### config.mk
export PLATFORM = sky130hd
export DESIGN_NAME = occupancy_detector_with_change_report
export DESIGN_NICKNAME = d
export VERILOG_FILES = /design/src/rtl/ocd_pkg.sv /design/src/rtl/ocd_lane.sv /design/src/rtl/ocd_merge.sv /design/src/rtl/ocd_out_buf.sv /design/src/rtl/occupancy_detector_with_change_report.sv
export SDC_FILE = /design/constraint.sdc
export NUM_CORES = 1
export LEC_CHECK = 0
export ABC_AREA = 1
export BUFFER_PORTS_ARGS = -buffer_cell sky130_fd_sc_hd__clkbuf_2
export CAP_MARGIN = 20
export CORE_MARGIN = 2
export CORE_UTILIZATION = 35
export CTS_BUF_LIST = sky130_fd_sc_hd__clkbuf_4 sky130_fd_sc_hd__clkbuf_8 sky130_fd_sc_hd__clkbuf_16
export DETAILED_ROUTE_END_ITERATION = 16
export REMOVE_ABC_BUFFERS = 1
export SLEW_MARGIN = 20
export SYNTH_ARGS = -nofsm -noshare
export SYNTH_HDL_FRONTEND = slang
export SYNTH_SLANG_ARGS = --single-unit
### constraint.sdc
create_clock -name clk_i -period 3.66 [get_ports clk_i]
set_clock_uncertainty 0.1 [all_clocks]
set_input_delay 0.549 -clock clk_i [delete_from_list [all_inputs] [get_ports clk_i]]
set_output_delay 0.549 -clock clk_i [all_outputs]
set_load 0.03 [all_outputs]
### src/rtl/ocd_pkg.sv
// Shared types, widths and codes for the occupancy detector.
package ocd_pkg;

  localparam int PinW        = 8;
  localparam int PinIdxW     = 3;
  localparam int CountW      = 4;
  localparam int DelayW      = 8;
  localparam int CfgIdxW     = 1;
  localparam int CfgDataW    = 8;
  localparam int InTdataW    = 16;
  localparam int OutTdataW   = 24;
  localparam int PinCountDef = 8;

  localparam logic [DelayW-1:0] ResetDelay = 8'd5;

  typedef enum logic [CfgIdxW-1:0] {
    CFG_ENABLED_PINS  = 1'b0,
    CFG_RELEASE_DELAY = 1'b1
  } cfg_reg_e;

  typedef enum logic {
    CMD_SAMPLE = 1'b0,
    CMD_REPORT = 1'b1
  } cmd_e;

  typedef struct packed {
    logic sample;
    logic report;
    logic report_all;
    logic sink_accepts;
  } item_ctrl_t;

  typedef struct packed {
    logic               report_valid;
    logic [PinIdxW-1:0] pin_number;
    logic               pin_occupied;
    logic [PinW-1:0]    occupancy_bits;
    logic [PinW-1:0]    pending_bits;
  } result_t;

endpackage

### src/rtl/ocd_lane.sv
// One pin qualifier: occupied flag and release counter.
module ocd_lane (
  input  logic                      clk_i,
  input  logic                      rst_ni,
  input  logic                      sample_i,
  input  logic                      level_i,
  input  logic                      reload_i,
  input  logic [ocd_pkg::DelayW-1:0] delay_i,
  output logic                      occupied_o,
  output logic                      occupied_next_o,
  output logic                      changed_o
);
  import ocd_pkg::*;

  logic              occ_q, occ_d;
  logic [DelayW-1:0] cnt_q, cnt_d;

  always_comb begin
    occ_d     = occ_q;
    cnt_d     = cnt_q;
    changed_o = 1'b0;
    if (reload_i) begin
      cnt_d = delay_i;
    end else if (sample_i) begin
      if (!level_i) begin
        occ_d     = 1'b1;
        cnt_d     = delay_i;
        changed_o = !occ_q;
      end else if (occ_q) begin
        if (cnt_q == '0) begin
          occ_d     = 1'b0;
          changed_o = 1'b1;
        end else begin
          cnt_d = cnt_q - DelayW'(1);
        end
      end
    end
  end

  always_ff @(posedge clk_i or negedge rst_ni) begin
    if (!rst_ni) begin
      occ_q <= 1'b0;
      cnt_q <= ResetDelay;
    end else begin
      occ_q <= occ_d;
      cnt_q <= cnt_d;
    end
  end

  assign occupied_o      = occ_q;
  assign occupied_next_o = occ_d;

  a_free_at_zero: assert property (@(posedge clk_i) disable iff (!rst_ni)
    $fell(occ_q) |-> $past(cnt_q) == '0)
    else $error("pin freed before its release counter ran out");

endmodule

### src/rtl/ocd_merge.sv
// Pending marks, priority scan over the lanes and result assembly.
module ocd_merge (
  input  logic                     clk_i,
  input  logic                     rst_ni,
  input  ocd_pkg::item_ctrl_t      item_i,
  input  logic [ocd_pkg::PinW-1:0] en_mask_i,
  input  logic [ocd_pkg::PinW-1:0] occ_q_i,
  input  logic [ocd_pkg::PinW-1:0] occ_d_i,
  input  logic [ocd_pkg::PinW-1:0] change_i,
  output ocd_pkg::result_t         result_o
);
  import ocd_pkg::*;

  logic [PinW-1:0]    pending_q, pending_d;
  logic [PinW-1:0]    qual;
  logic               found;
  logic [PinIdxW-1:0] pin;

  always_comb begin
    qual  = pending_q & en_mask_i & (item_i.report_all ? {PinW{1'b1}} : occ_q_i);
    found = 1'b0;
    pin   = '0;
    for (int i = 0; i < PinW; i++) begin
      if (qual[i]) begin
        found = 1'b1;
        pin   = PinIdxW'(i);
      end
    end
  end

  always_comb begin
    pending_d = pending_q;
    if (item_i.sample) begin
      pending_d = pending_q | change_i;
    end else if (item_i.report) begin
      pending_d = pending_q & en_mask_i;
      if (found && item_i.sink_accepts) begin
        pending_d[pin] = 1'b0;
      end
    end
  end

  always_comb begin
    result_o.report_valid   = item_i.report && found;
    result_o.pin_number     = result_o.report_valid ? pin : '0;
    result_o.pin_occupied   = result_o.report_valid && occ_q_i[pin];
    result_o.occupancy_bits = occ_d_i;
    result_o.pending_bits   = pending_d;
  end

  always_ff @(posedge clk_i or negedge rst_ni) begin
    if (!rst_ni) begin
      pending_q <= '0;
    end else begin
      pending_q <= pending_d;
    end
  end

  a_report_pending: assert property (@(posedge clk_i) disable iff (!rst_ni)
    result_o.report_valid |-> pending_q[result_o.pin_number] && en_mask_i[result_o.pin_number])
    else $error("reported pin had no pending mark");

  a_accept_clears: assert property (@(posedge clk_i) disable iff (!rst_ni)
    (result_o.report_valid && item_i.sink_accepts) |=>
      !pending_q[$past(result_o.pin_number)])
    else $error("accepted report left its pending mark set");

endmodule

### src/rtl/ocd_out_buf.sv
// Two-entry output buffer that decouples input ready from output ready.
module ocd_out_buf (
  input  logic             clk_i,
  input  logic             rst_ni,
  input  logic             in_valid_i,
  output logic             in_ready_o,
  input  ocd_pkg::result_t in_data_i,
  output logic             out_valid_o,
  input  logic             out_ready_i,
  output ocd_pkg::result_t out_data_o
);
  import ocd_pkg::*;

  logic    out_valid_q, out_valid_d;
  logic    skid_valid_q, skid_valid_d;
  result_t out_data_q, out_data_d;
  result_t skid_data_q, skid_data_d;
  logic    in_fire, pop;

  assign in_ready_o = !skid_valid_q;
  assign in_fire    = in_valid_i && in_ready_o;
  assign pop        = !out_valid_q || out_ready_i;

  always_comb begin
    out_valid_d  = out_valid_q;
    out_data_d   = out_data_q;
    skid_valid_d = skid_valid_q;
    skid_data_d  = skid_data_q;
    if (pop) begin
      if (skid_valid_q) begin
        out_valid_d  = 1'b1;
        out_data_d   = skid_data_q;
        skid_valid_d = 1'b0;
      end else begin
        out_valid_d = in_fire;
        out_data_d  = in_data_i;
      end
    end else if (in_fire) begin
      skid_valid_d = 1'b1;
      skid_data_d  = in_data_i;
    end
  end

  always_ff @(posedge clk_i or negedge rst_ni) begin
    if (!rst_ni) begin
      out_valid_q  <= 1'b0;
      skid_valid_q <= 1'b0;
    end else begin
      out_valid_q  <= out_valid_d;
      skid_valid_q <= skid_valid_d;
    end
  end

  always_ff @(posedge clk_i) begin
    out_data_q  <= out_data_d;
    skid_data_q <= skid_data_d;
  end

  assign out_valid_o = out_valid_q;
  assign out_data_o  = out_data_q;

  a_skid_behind_main: assert property (@(posedge clk_i) disable iff (!rst_ni)
    skid_valid_q |-> out_valid_q)
    else $error("skid entry held while the output entry is empty");

endmodule

### src/rtl/occupancy_detector_with_change_report.sv
// Top level of the occupancy detector with change report.
// Each accepted input beat yields one result beat, held in the output buffer's registers.
// Throughput: one input beat per cycle; the two-entry output buffer stalls input
// only after two results are left waiting at the output.
// Reset clears occupied and pending masks, sets enabled pins to 0, the release
// delay to 5 and every release counter to 5.
module occupancy_detector_with_change_report #(
  parameter int NumPins = ocd_pkg::PinCountDef
) (
  input  logic                          clk_i,
  input  logic                          rst_ni,
  input  logic                          s_axis_tvalid,
  output logic                          s_axis_tready,
  // pin_levels[7:0], report_all[8], sink_accepts[9], zero fill
  input  logic [ocd_pkg::InTdataW-1:0]  s_axis_tdata,
  // cmd[0]
  input  logic                          s_axis_tuser,
  output logic                          m_axis_tvalid,
  input  logic                          m_axis_tready,
  // report_valid[0], pin_number[3:1], pin_occupied[4], occupancy_bits[12:5],
  // pending_bits[20:13], zero fill
  output logic [ocd_pkg::OutTdataW-1:0] m_axis_tdata,
  input  logic                          cfg_we_i,
  input  logic [ocd_pkg::CfgIdxW-1:0]   cfg_index_i,
  input  logic [ocd_pkg::CfgDataW-1:0]  cfg_data_i
);
  import ocd_pkg::*;

  logic [CountW-1:0] enabled_q, enabled_d;
  logic [DelayW-1:0] delay_q, delay_d;
  logic [CountW-1:0] cfg_count;
  logic              cfg_enabled_wr;

  logic              in_fire;
  item_ctrl_t        item;
  logic [PinW-1:0]   en_mask;
  logic [PinW-1:0]   occ_q_vec, occ_d_vec, change_vec, reload_vec;
  result_t           result;
  result_t           out_data;

  assign cfg_count = (cfg_data_i[CountW-1:0] > CountW'(NumPins)) ?
                     CountW'(NumPins) : cfg_data_i[CountW-1:0];

  always_comb begin
    enabled_d      = enabled_q;
    delay_d        = delay_q;
    cfg_enabled_wr = 1'b0;
    if (cfg_we_i) begin
      case (cfg_reg_e'(cfg_index_i))
        CFG_ENABLED_PINS: begin
          enabled_d      = cfg_count;
          cfg_enabled_wr = 1'b1;
        end
        CFG_RELEASE_DELAY: begin
          delay_d = cfg_data_i[DelayW-1:0];
        end
        default: begin
          enabled_d = enabled_q;
        end
      endcase
    end
  end

  always_ff @(posedge clk_i or negedge rst_ni) begin
    if (!rst_ni) begin
      enabled_q <= '0;
      delay_q   <= ResetDelay;
    end else begin
      enabled_q <= enabled_d;
      delay_q   <= delay_d;
    end
  end

  assign in_fire           = s_axis_tvalid && s_axis_tready;
  assign item.sample       = in_fire && (cmd_e'(s_axis_tuser) == CMD_SAMPLE);
  assign item.report       = in_fire && (cmd_e'(s_axis_tuser) == CMD_REPORT);
  assign item.report_all   = s_axis_tdata[PinW];
  assign item.sink_accepts = s_axis_tdata[PinW+1];

  for (genvar g = 0; g < PinW; g++) begin : g_pin
    if (g < NumPins) begin : g_lane
      assign en_mask[g]    = CountW'(g) < enabled_q;
      assign reload_vec[g] = cfg_enabled_wr && (CountW'(g) < cfg_count);

      ocd_lane u_lane (
        .clk_i           (clk_i),
        .rst_ni          (rst_ni),
        .sample_i        (item.sample && en_mask[g]),
        .level_i         (s_axis_tdata[g]),
        .reload_i        (reload_vec[g]),
        .delay_i         (delay_q),
        .occupied_o      (occ_q_vec[g]),
        .occupied_next_o (occ_d_vec[g]),
        .changed_o       (change_vec[g])
      );
    end else begin : g_unused
      assign en_mask[g]    = 1'b0;
      assign reload_vec[g] = 1'b0;
      assign occ_q_vec[g]  = 1'b0;
      assign occ_d_vec[g]  = 1'b0;
      assign change_vec[g] = 1'b0;
    end
  end

  ocd_merge u_merge (
    .clk_i     (clk_i),
    .rst_ni    (rst_ni),
    .item_i    (item),
    .en_mask_i (en_mask),
    .occ_q_i   (occ_q_vec),
    .occ_d_i   (occ_d_vec),
    .change_i  (change_vec),
    .result_o  (result)
  );

  ocd_out_buf u_out_buf (
    .clk_i       (clk_i),
    .rst_ni      (rst_ni),
    .in_valid_i  (s_axis_tvalid),
    .in_ready_o  (s_axis_tready),
    .in_data_i   (result),
    .out_valid_o (m_axis_tvalid),
    .out_ready_i (m_axis_tready),
    .out_data_o  (out_data)
  );

  assign m_axis_tdata = {{(OutTdataW - 2*PinW - PinIdxW - 2){1'b0}},
                         out_data.pending_bits,
                         out_data.occupancy_bits,
                         out_data.pin_occupied,
                         out_data.pin_number,
                         out_data.report_valid};

endmodule

**After elaboration in Yosys (flattened, before gate mapping)**

Cells that the tools add are included.

- Register bits: 136
- Output and inout port bits: 26
- Word-level logic and storage cells: 295
- Input bits: 31

- Bitwise gates (word level): 8
- Multiplexer cells: 151
- Eq/ne operators: 16
- Reductions and logical operators: 62
- Add/sub/neg operators: 8
- Order comparisons: 19

Operators with widths:

| kind | number |
|---|---|
| 8-bit 2-to-1 mux | 44 |
| 1-bit 2-to-1 mux | 96 |
| 8-bit logical NOT | 8 |
| 8-bit by 1-bit subtractor with 8-bit output, second input constant | 8 |
| 3-bit by 4-bit less-than comparator with 1-bit output, first input constant | 8 |
| 8-bit bitwise AND | 3 |
| 3-bit by 1-bit != test with 1-bit output, second input constant | 8 |
| 3-bit by 2-bit != test with 1-bit output, second input constant | 8 |
| 3-bit AND reduction | 8 |
| 1-bit logical AND | 23 |
| 21-bit 2-to-1 mux | 1 |
| 2-bit nonzero test | 9 |
| 1-bit by 4-bit less-than comparator with 1-bit output, first input constant | 4 |
| 2-bit by 4-bit less-than comparator with 1-bit output, first input constant | 4 |
| 3-bit 2-to-1 mux | 5 |
| 1-bit logical NOT | 10 |
| 8-bit NOT | 1 |
| 8-bit bitwise OR | 1 |
| 2-bit AND reduction | 3 |
| 4-bit > comparator, second input constant | 1 |
| 3-bit by 4-bit less-than comparator with 1-bit output, second input constant | 1 |
| 2-bit 2-to-1 mux | 2 |
| 4-bit 2-to-1 mux | 1 |
| 1-bit binary-select mux with 3-bit select | 1 |
| 4 further kinds | 6 |

**Logic depth before layout (Yosys ltp)**

Gate-level depths: netlist of the first run.

- Depth after elaboration: 20
- Mapped depth: 15
- Gate-level depth less buffers: 15

**Cells and area by module**

A second synthesis of the first run with hierarchy kept.

- Cell total of the unflattened synthesis: 1182
- Area total of the unflattened synthesis: 8738.4 um2

Modules (own cells, without submodules):

| module | area an instance (um2) | sequential area each (um2) | instances | cells each |
|---|---|---|---|---|
| ocd_lane at g_pin[0].g_lane.u_lane ... | 691.9 | 227.7 | 7 | 102 |
| ocd_out_buf | 1615.3 | 1311.3 | 1 | 119 |
| ocd_merge | 825.8 | 200.2 | 1 | 138 |
| occupancy_detector_with_change_report | 743.2 | 302.8 | 1 | 108 |
| ocd_lane at g_pin[7].g_lane.u_lane | 710.7 | 227.7 | 1 | 103 |

**Worst setup path after synthesis of the first run**

OpenSTA, ideal clock, no wires.

- Path kind: in2reg
- Start point: input m_axis_tready
- End point: register u_out_buf.skid_data_q[0] (netlist name), enable pin
- Data arrival time: 2.072 ns
- Required time: 3.161 ns
- Stages on the path: 3
- Path buffers: 0
- Path slack: 1.090 ns
- Library setup time: 0.399 ns
- Cells stage by stage: inv_1 nand2_1 nor2_1

- Longest elaborated chain between the ends: 3

RTL lines:

| what | RTL line | source |
|---|---|---|
| start: declaration | occupancy_detector_with_change_report.sv:19 | `input logic m_axis_tready,` |
| 1-bit logical OR | ocd_out_buf.sv:22 | `assign pop = !out_valid_q \|\| out_ready_i;` |
| 1-bit NOT (no source line) | n/a |  |
| 2-bit AND reduction (no source line) | n/a |  |
| end signal: assignment | ocd_out_buf.sv:56 | `skid_data_q <= skid_data_d;` |
| end: declaration | ocd_out_buf.sv:17 | `result_t skid_data_q, skid_data_d;` |

No other way between the ends.
A chain may end at the register's enable or synchronous reset.

**Final worst setup path of the first run**

- Start point: register g_pin[6].g_lane.u_lane.cnt_q[1]
- End point: register u_out_buf.out_data_q (netlist bit u_out_buf.out_data_o[14]), data pin

- Longest elaborated chain between the ends: 7

RTL lines:

| what | RTL line | source |
|---|---|---|
| start: declaration | ocd_lane.sv:16 | `logic [DelayW-1:0] cnt_q, cnt_d;` |
| start signal: assignment | ocd_lane.sv:43 | `cnt_q <= ResetDelay;` |
| start signal: assignment | ocd_lane.sv:46 | `cnt_q <= cnt_d;` |
| 8-bit logical NOT | ocd_lane.sv:30 | `if (cnt_q == '0) begin` |
| 1-bit 2-to-1 mux | ocd_lane.sv:30 |  |
| 1-bit 2-to-1 mux | ocd_lane.sv:29 | `end else if (occ_q) begin` |
| 1-bit 2-to-1 mux | ocd_lane.sv:25 | `if (!level_i) begin` |
| 1-bit 2-to-1 mux | ocd_lane.sv:24 | `end else if (sample_i) begin` |
| 1-bit 2-to-1 mux | ocd_lane.sv:22 | `if (reload_i) begin` |
| via g_pin[6].g_lane.u_lane.occupied_next_o | ocd_lane.sv:10 | `output logic occupied_next_o,` |
| 21-bit 2-to-1 mux | ocd_out_buf.sv:30 | `if (skid_valid_q) begin` |
| end signal: assignment | ocd_out_buf.sv:55 | `out_data_q <= out_data_d;` |
| end: declaration | ocd_out_buf.sv:16 | `result_t out_data_q, out_data_d;` |

The timed path passes the listed nets, and every way through them passes these cells.

==> results of run 1 <==
==> layout make-up <==
class                           count  area share
Clock buffer                       20      0.0514
Clock inverter                     12      0.0225
Inverter                          128      0.0544
Multi-Input combinational cell    658       0.386
Sequential cell                   136       0.412
Tap cell                          280      0.0397
Timing Repair Buffer               56      0.0346
==> worst max path at each step <==
stage / startpoint / to / slack, ps
2_1_floorplan: m_axis_tready / u_out_buf.skid_data_q[0] / 1090
6_report: g_pin[6].g_lane.u_lane.cnt_q[1] / u_out_buf.out_data_o[14] / 1170
3_5_place_dp: s_axis_tvalid / g_pin[5].g_lane.u_lane.cnt_q[3] / 1100
3_3_place_gp: s_axis_tvalid / g_pin[5].g_lane.u_lane.cnt_q[3] / 1160
4_1_cts: g_pin[6].g_lane.u_lane.cnt_q[1] / u_out_buf.out_data_o[14] / 1190
5_1_grt: g_pin[5].g_lane.u_lane.cnt_q[0] / g_pin[5].g_lane.u_lane.cnt_q[3] / 990
==> where the power goes <==
part / switching [mW] / internal (mW) / total [mW]
Combinational: 1.17 / 0.609 / 1.78
Clock: 0.673 / 1.24 / 1.91
Sequential: 0.302 / 2.04 / 2.34
Total: 2.14 / 3.89 / 6.04
==> per-layer routing <==
metal | vias to the layer above | global-route usage
met2 | 154 | 0.256
met4 | 0 | 0.0525
met1 | 2960 | 0.243
met3 | 22 | 0.0311
met5 | - | 0
li1 | 3224 | -
==> metrics by stage <==
step / instance area [um2] / worst slack [ps] / std cells / power [mW]
2_1_floorplan: 7520 / 1090 / 922 / 3.64
3_3_place_gp: 8180 / 1160 / 1258 / 4.08
3_5_place_dp: 8180 / 1100 / 1258 / 4.12
4_1_cts: 8830 / 1190 / 1290 / 6.06
5_1_grt: 8830 / 991 / 1290 / 6.44
6_report: 8830 / 1170 / 1290 / 6.04
==> cell families after synthesis <==
kind of cell / Yosys count / synth area share
fa+ha+maj: 8 / 0.0131
simple gates: 410 / 0.236
buf+inv: 154 / 0.0818
mux: 1 / 0.00147
other cells: 1 / 0.000490
compound gates: 208 / 0.160
flops: 136 / 0.475
xor+xnor: 28 / 0.0320
==> placed cells by master (no fill, tap or decap), types with 3 or more instances in the layout <==
master     netlist  final
a21oi_1         27     27
clkbuf_2         0     46
o22ai_1          3      3
o21ai_2          7      7
ha_1             8      8
xnor2_1          7      7
o211ai_1        28     28
buf_4            5     10
nor2_2           4      4
xor2_1          21     21
nor3_1          20     20
edfxtp_1        42     42
clkbuf_16        0     17
nor2_1          70     70
nand2_2         13     13
nand2_4          5      5
o21bai_1         4      4
clkinv_2         0      3
a31oi_1         12     12
nand4_1          7      7
o21ai_0         99     99
nand3_1         47     47
inv_1          115    115
bufinv_16        0      5
clkinv_4         0      3
dfstp_2         18     18
o21ai_1         15     15
dfrtp_1         76     76
inv_2           12     12
conb_1           1      3
or2_2            3      3
nand2_1        227    227
==> flip-flops by register name, summed over array words and instances (netlist names) <==
register                        count
u_out_buf.out_valid_o               1
u_merge.pending_q                   8
u_out_buf.skid_data_q              21
delay_q                             8
enabled_q                           4
u_out_buf.out_data_o               21
g_pin.g_lane.u_lane.cnt_q          64
g_pin.g_lane.u_lane.occupied_o      8
u_out_buf.skid_valid_q              1
==> flow_summary_export.csv, run 1 <==
group,metric,value,unit
layout,utilization,0.408,
floorplanning,die_x,152,um
pwr,peakVddDrop,295,uV
routing,met1_length,9520,um
layout,diodes,0,
worst_setup_path,crit_required,3740,ps
timing,rsz0062_at_grt,"no",
routing,wl_met3,728,um
floorplanning,fp.dieH,152,um
worst_hold_path,hold_path.class,"primary input to async pin",
layout,drive_gt1_frac,0.161,
layout,num-fill-cells,2193,
layout,fin_nets,1036,
pwr,p_leak,4.03,nW
worst_setup_path,cp-start-kind,"flop",
timing,setup_viol,0,
timing,hold_violations,0,
synthesis,yosysTopAreaCell,"dfrtp_1",
layout,areaGrowthSynthToFinish,15.3,%
synthesis,syn-mean-instance-area,8.10,um2
worst_setup_path,crit_chain,"inv_1 > ha_1 > nand4_1 > or2_2 > o31ai_1 > nand2_1 > o21a_1 > nand2_1 > nand2_1",
synthesis,ys_types,53,
synthesis,yosys_warnings,0,
global_route,grt_max_degree,51,
routing,viasPerCell,4.93,
synthesis,ys.flop_type,"dfrtp_1",
layout,multiInputGateArea,3400,um2
synthesis,synth_cells,946,
clock_tree,postCtsSetupBuffers,0,
floorplanning,core_area,21600,um2
worst_setup_path,slowest_delay,380,ps
routing,routed-wl-met2,8350,um
clock_tree,tritoncts,"built",
placed_design,hpwl,13400,um
clock_tree,cts_resized,0,
clock_tree,cts_sinks,136,
global_route,overflow,0,
routing,num_vias,6360,
synthesis,ys_ff_latch,136,
timing,tightest_slew,664,ps
synthesis,synth_common_cells,"nand2_1 (227), inv_1 (115), o21ai_0 (99), dfrtp_1 (76), nor2_1 (70)",
routing,wire_per_inst,14.7,um
outcome,status,"finished clean",
global_route,grt_antenna_before_repair,0,
clock_tree,cts-root-buf,"clkbuf_16",
worst_setup_path,cpMostUsedCell,"nand2_1",
synthesis,ys_top_cells_by_area,"dfrtp_1 (25%), edfxtp_1 (16%), nand2_1 (11%), o21ai_0 (6.5%), dfstp_2 (6.2%)",
clock_tree,path_clk_slew,60,ps
clock_tree,clk_latency,430,ps
worst_setup_path,crit_family,"simple AND/OR/NAND/NOR gates",
timing,fmax,402,MHz
synthesis,netlist_area,7660,um2
floorplanning,top_level_ports,57,
worst_setup_path,path_max_fanout,14,
synthesis,synth-seq-area-share,0.475,
layout,regArea,3640,um2
job,drv_cap,0,
global_route,track_usage,0.168,
floorplanning,start_util,0.354,
synthesis,synth_edf_count,42,
timing,post-route-min-period,2490,ps
timing,max_slew_margin,0.558,
timing,hold_ws,52.1,ps
worst_setup_path,regToRegEndpoint,"u_out_buf.out_data_o[14]",
worst_setup_path,cp_slowest_cell,"dfrtp_1",
timing,setup_tns,0,ps
synthesis,synthArstFlopShare,0.691,
routing,drtAntennaViolNets,0,
worst_setup_path,critPathCaptureType,"flop",
worst_setup_path,worst-path-buf-inv,1,
timing,slew_violations,0,
worst_setup_path,r2r-start,"g_pin[6].g_lane.u_lane.cnt_q[1]",
global_route,grt_pass1_vias,5989,
placed_design,port_buffers,47,
clock_tree,htreeDepth,4,
placed_design,gp_congestion,0.841,
synthesis,synth_most_common_cell,"nand2_1",
floorplanning,die_area,23100,um2
worst_setup_path,r2r_cells,9,
clock_tree,cts_buffers,17,
timing,fin_crit_sh,0.680,
routing,drt_first_pass_iters,5,
worst_setup_path,crit_arrival,2570,ps
synthesis,synth_top_cell_area_share,0.248,
routing,drc,0,
routing,drt_iter0_drc,480,
worst_setup_path,setup.worst_path.class,"flop to flop",
routing,routed_wl,18900,um
clock_tree,ctsHoldBuffers,0,
clock_tree,cts_buffer_depth,2,
worst_setup_path,path_depth,9,
floorplanning,rows,54,
global_route,grt_pass1_wl,31300,um
pwr,power.density,684,nW/um2
worst_setup_path,rrSetupSlack,1170,ps
routing,highest_layer,"met4",
Power figures use the tool's default switching activity.
==> run 2, diff against run 1 <==
--- a/config.mk
+++ b/config.mk
@@ -5,7 +5,7 @@
 export SDC_FILE = /design/constraint.sdc
 export NUM_CORES = 1
 export LEC_CHECK = 0
-export ABC_AREA = 1
+export ABC_AREA = 0
 export BUFFER_PORTS_ARGS = -buffer_cell sky130_fd_sc_hd__clkbuf_2
 export CAP_MARGIN = 20
 export CORE_MARGIN = 2
==> constraint.sdc (replaced) <==
create_clock -name clk_i -period 2.5 [get_ports clk_i]
set_clock_uncertainty 0.1 [all_clocks]
set_input_delay 0.375 -clock clk_i [delete_from_list [all_inputs] [get_ports clk_i]]
set_output_delay 0.375 -clock clk_i [all_outputs]
set_load 0.03 [all_outputs]
==> run 2 against run 1 <==
  * Flip-flop and latch count unchanged
  * Maximum frequency is 0.30% higher
  * Worst setup slack worse by 1200 ps
  * Wire length fell by 1.2%
  * Final area rose by 5.3%
  * Largest cell class is now multi-input gates
  * Clock power is 21% higher
  * Non-clock buffer count grew 71
  * Sequential share of layout area down 2.0 points
  * Synthesized area fell by 1.9%
==> flow_summary_export.csv, run 2 <==
group,metric,value,unit
worst_setup_path,slowest_delay,390,ps
worst_setup_path,path_max_fanout,3,
worst_setup_path,setup.worst_path.class,"flop to flop",
global_route,overflow,0,
clock_tree,cts_sinks,136,
clock_tree,cts-root-buf,"clkbuf_16",
layout,layout_commonest_cell,"o21ai_0",
global_route,grt_max_degree,45,
synthesis,synth_top_cell_area_share,0.253,
pwr,power.density,922,nW/um2
timing,setup_tns,0,ps
floorplanning,die_x,151,um
worst_setup_path,crit_required,2570,ps
synthesis,synth-seq-area-share,0.484,
routing,wl_met3,693,um
floorplanning,rows,53,
layout,areaGrowthSynthToFinish,23.7,%
clock_tree,tritoncts,"built",
layout,drive_gt1_frac,0.285,
timing,hold_violations,0,
placed_design,gp_congestion,0.852,
global_route,grt_pass1_vias,5857,
synthesis,synth_common_cells,"o21ai_0 (106), nor2_1 (82), dfrtp_1 (76), a21oi_1 (67)",
layout,largest_reg_flops,64,
floorplanning,die_area,22700,um2
synthesis,synth_most_common_cell,"o21ai_0",
worst_setup_path,cp_slowest_cell,"dfrtp_1",
routing,wire_per_inst,15.6,um
global_route,grt_antenna_before_repair,0,
routing,routed-wl-met2,8390,um
clock_tree,htreeDepth,4,
outcome,status,"finished clean",
worst_setup_path,critPathCaptureType,"flop",
worst_setup_path,crit_family,"simple AND/OR/NAND/NOR gates",
routing,highest_layer,"met4",
timing,fmax,403,MHz
clock_tree,cts_buffer_depth,2,
synthesis,synth_edf_count,42,
pwr,p_leak,3.74,nW
worst_hold_path,hold_path.class,"primary input to flop",
pwr,peakVddDrop,472,uV
worst_setup_path,cp-start-kind,"flop",
global_route,grt_pass1_wl,30400,um
placed_design,port_buffers,47,
layout,fin_area,9300,um2
worst_setup_path,crit_arrival,2550,ps
layout,diodes,0,
layout,largest_register,"g_pin.g_lane.u_lane.cnt_q",
worst_setup_path,crit_chain,"inv_1 > ha_2 > or3b_4 > or3_4 > nor3_4 > and3_4 > o22ai_4 > mux2_4",
routing,routed_wl,18700,um
timing,post-route-min-period,2480,ps
synthesis,netlist_area,7510,um2
clock_tree,cts_buffers,17,
synthesis,ys_ff_latch,136,
placed_design,dpl_cell_area,8460,um2
floorplanning,start_util,0.357,
timing,rsz0062_at_grt,"yes",
timing,max_slew_margin,0.524,
synthesis,yosys_warnings,0,
routing,drtAntennaViolNets,0,
synthesis,ys_top_cells_by_area,"dfrtp_1 (25%), edfxtp_1 (17%), o21ai_0 (7.1%), dfstp_2 (6.3%), a21oi_1 (4.5%)",
floorplanning,top_level_ports,57,
layout,fin_nets,948,
routing,viasPerCell,5.26,
synthesis,yosysTopAreaCell,"dfrtp_1",
synthesis,synthArstFlopShare,0.691,
timing,setup_viol,0,
clock_tree,path_clk_slew,60,ps
floorplanning,core_area,21000,um2
global_route,track_usage,0.172,
placed_design,hpwl,13100,um
clock_tree,clk_latency,420,ps
routing,drt_first_pass_iters,4,
synthesis,synth_cells,804,
layout,final_cell_mix,"o21ai_0 (99), nor2_1 (79), dfrtp_1 (73), buf_4 (73), a21oi_1 (65)",
floorplanning,fp.dieH,151,um
routing,drt_iter0_drc,427,
timing,slew_violations,0,
synthesis,syn-mean-instance-area,9.35,um2
timing,fin_crit_sh,0.993,
job,drv_cap,0,
worst_setup_path,worst-path-buf-inv,1,
timing,tightest_slew,707,ps
synthesis,ys_types,72,
routing,num_vias,6295,
routing,met1_length,9280,um
synthesis,ys.flop_type,"dfrtp_1",
routing,drc,0,
## run 2: changes by cell type in the layout (fill, tap and decap cells not counted), moves of 13 or more
cell / before / now
nor3_1: 20 / 39
nor2b_1: 0 / 13
o211ai_1: 28 / 2
nand3_1: 47 / 13
nand2_2: 13 / 0
o21ai_1: 15 / 29
nand2_1: 227 / 42
inv_1: 115 / 33
buf_4: 10 / 73
xor2_1: 21 / 0
a21oi_1: 27 / 65
mux2_2: 1 / 18
## run 2: routing by layer
| layer | GRT usage | vias up |
|---|---|---|
| li1 | - | 3137 |
| met1 | 0.243 | 3008 |
| met2 | 0.266 | 119 |
| met3 | 0.0348 | 31 |
| met4 | 0.0547 | 0 |
| met5 | 0 | - |
## run 2: report_power, final
group | leakage (nW) | switching, mW | internal (mW)
logic | 1.98 | 1.46 | 1.20
registers | 1.49 | 0.601 | 3.01
clock network | 0.272 | 0.936 | 1.37
total | 3.74 | 2.99 | 5.58
## run 2: final timing paths
check	from	end	slack [ps]	depth (start not counted)
setup / recovery	g_pin[0].g_lane.u_lane.cnt_q[1]	u_out_buf.out_data_o[8]	20	8
hold / removal	cfg_data_i[4]	delay_q[4]	80	2
setup reg to reg	g_pin[0].g_lane.u_lane.cnt_q[1]	u_out_buf.out_data_o[8]	20	8
hold reg to reg	g_pin[5].g_lane.u_lane.cnt_q[1]	g_pin[5].g_lane.u_lane.cnt_q[1]	400	2
max in group asynchronous	rst_ni	g_pin[0].g_lane.u_lane.cnt_q[2]	1290	3
min in group asynchronous	rst_ni	g_pin[3].g_lane.u_lane.cnt_q[5]	340	2
## run 2: final cells by class
| class | instances | area (um2) |
|---|---|---|
| fillers | 2017 | 11700 |
| multi-input cells | 591 | 3730 |
| flip-flops and latches | 136 | 3640 |
| repair buffers | 127 | 913 |
| clock buffers | 20 | 448 |
| well taps | 275 | 344 |
| inverters | 36 | 135 |
| clock inverters | 12 | 85.1 |
## run 2: cells by family after synthesis
kind of cell	Yosys count	synth area share
flops	136	0.484
other cells	1	0.000499
fa+ha+maj	8	0.0133
simple gates	273	0.188
buf+inv	79	0.0473
mux	25	0.0368
compound gates	282	0.230
## run 2: through the flow
step	power (mW)	setup WS (ps)	hold slack (ps)	instances	util
after global placement	6.00	-46.6	252	1152	0.403
after detailed placement	6.05	-78.2	260	1152	0.403
after floorplan	5.14	-75.7	-20.6	763	-
after CTS	8.43	9.71	72.1	1187	0.430
after global routing	9.18	-61.3	81.0	1197	0.442
final	8.57	16.9	84.1	1197	0.442
## run 2: what timing repair did
item	CTS	global route
gates resized for setup	6	44
setup endpoints to repair	5	27
hold buffers	1	0
buffers inserted	2	10
hold endpoints to repair	21	0
gates cloned	0	0
pin swaps	2	16
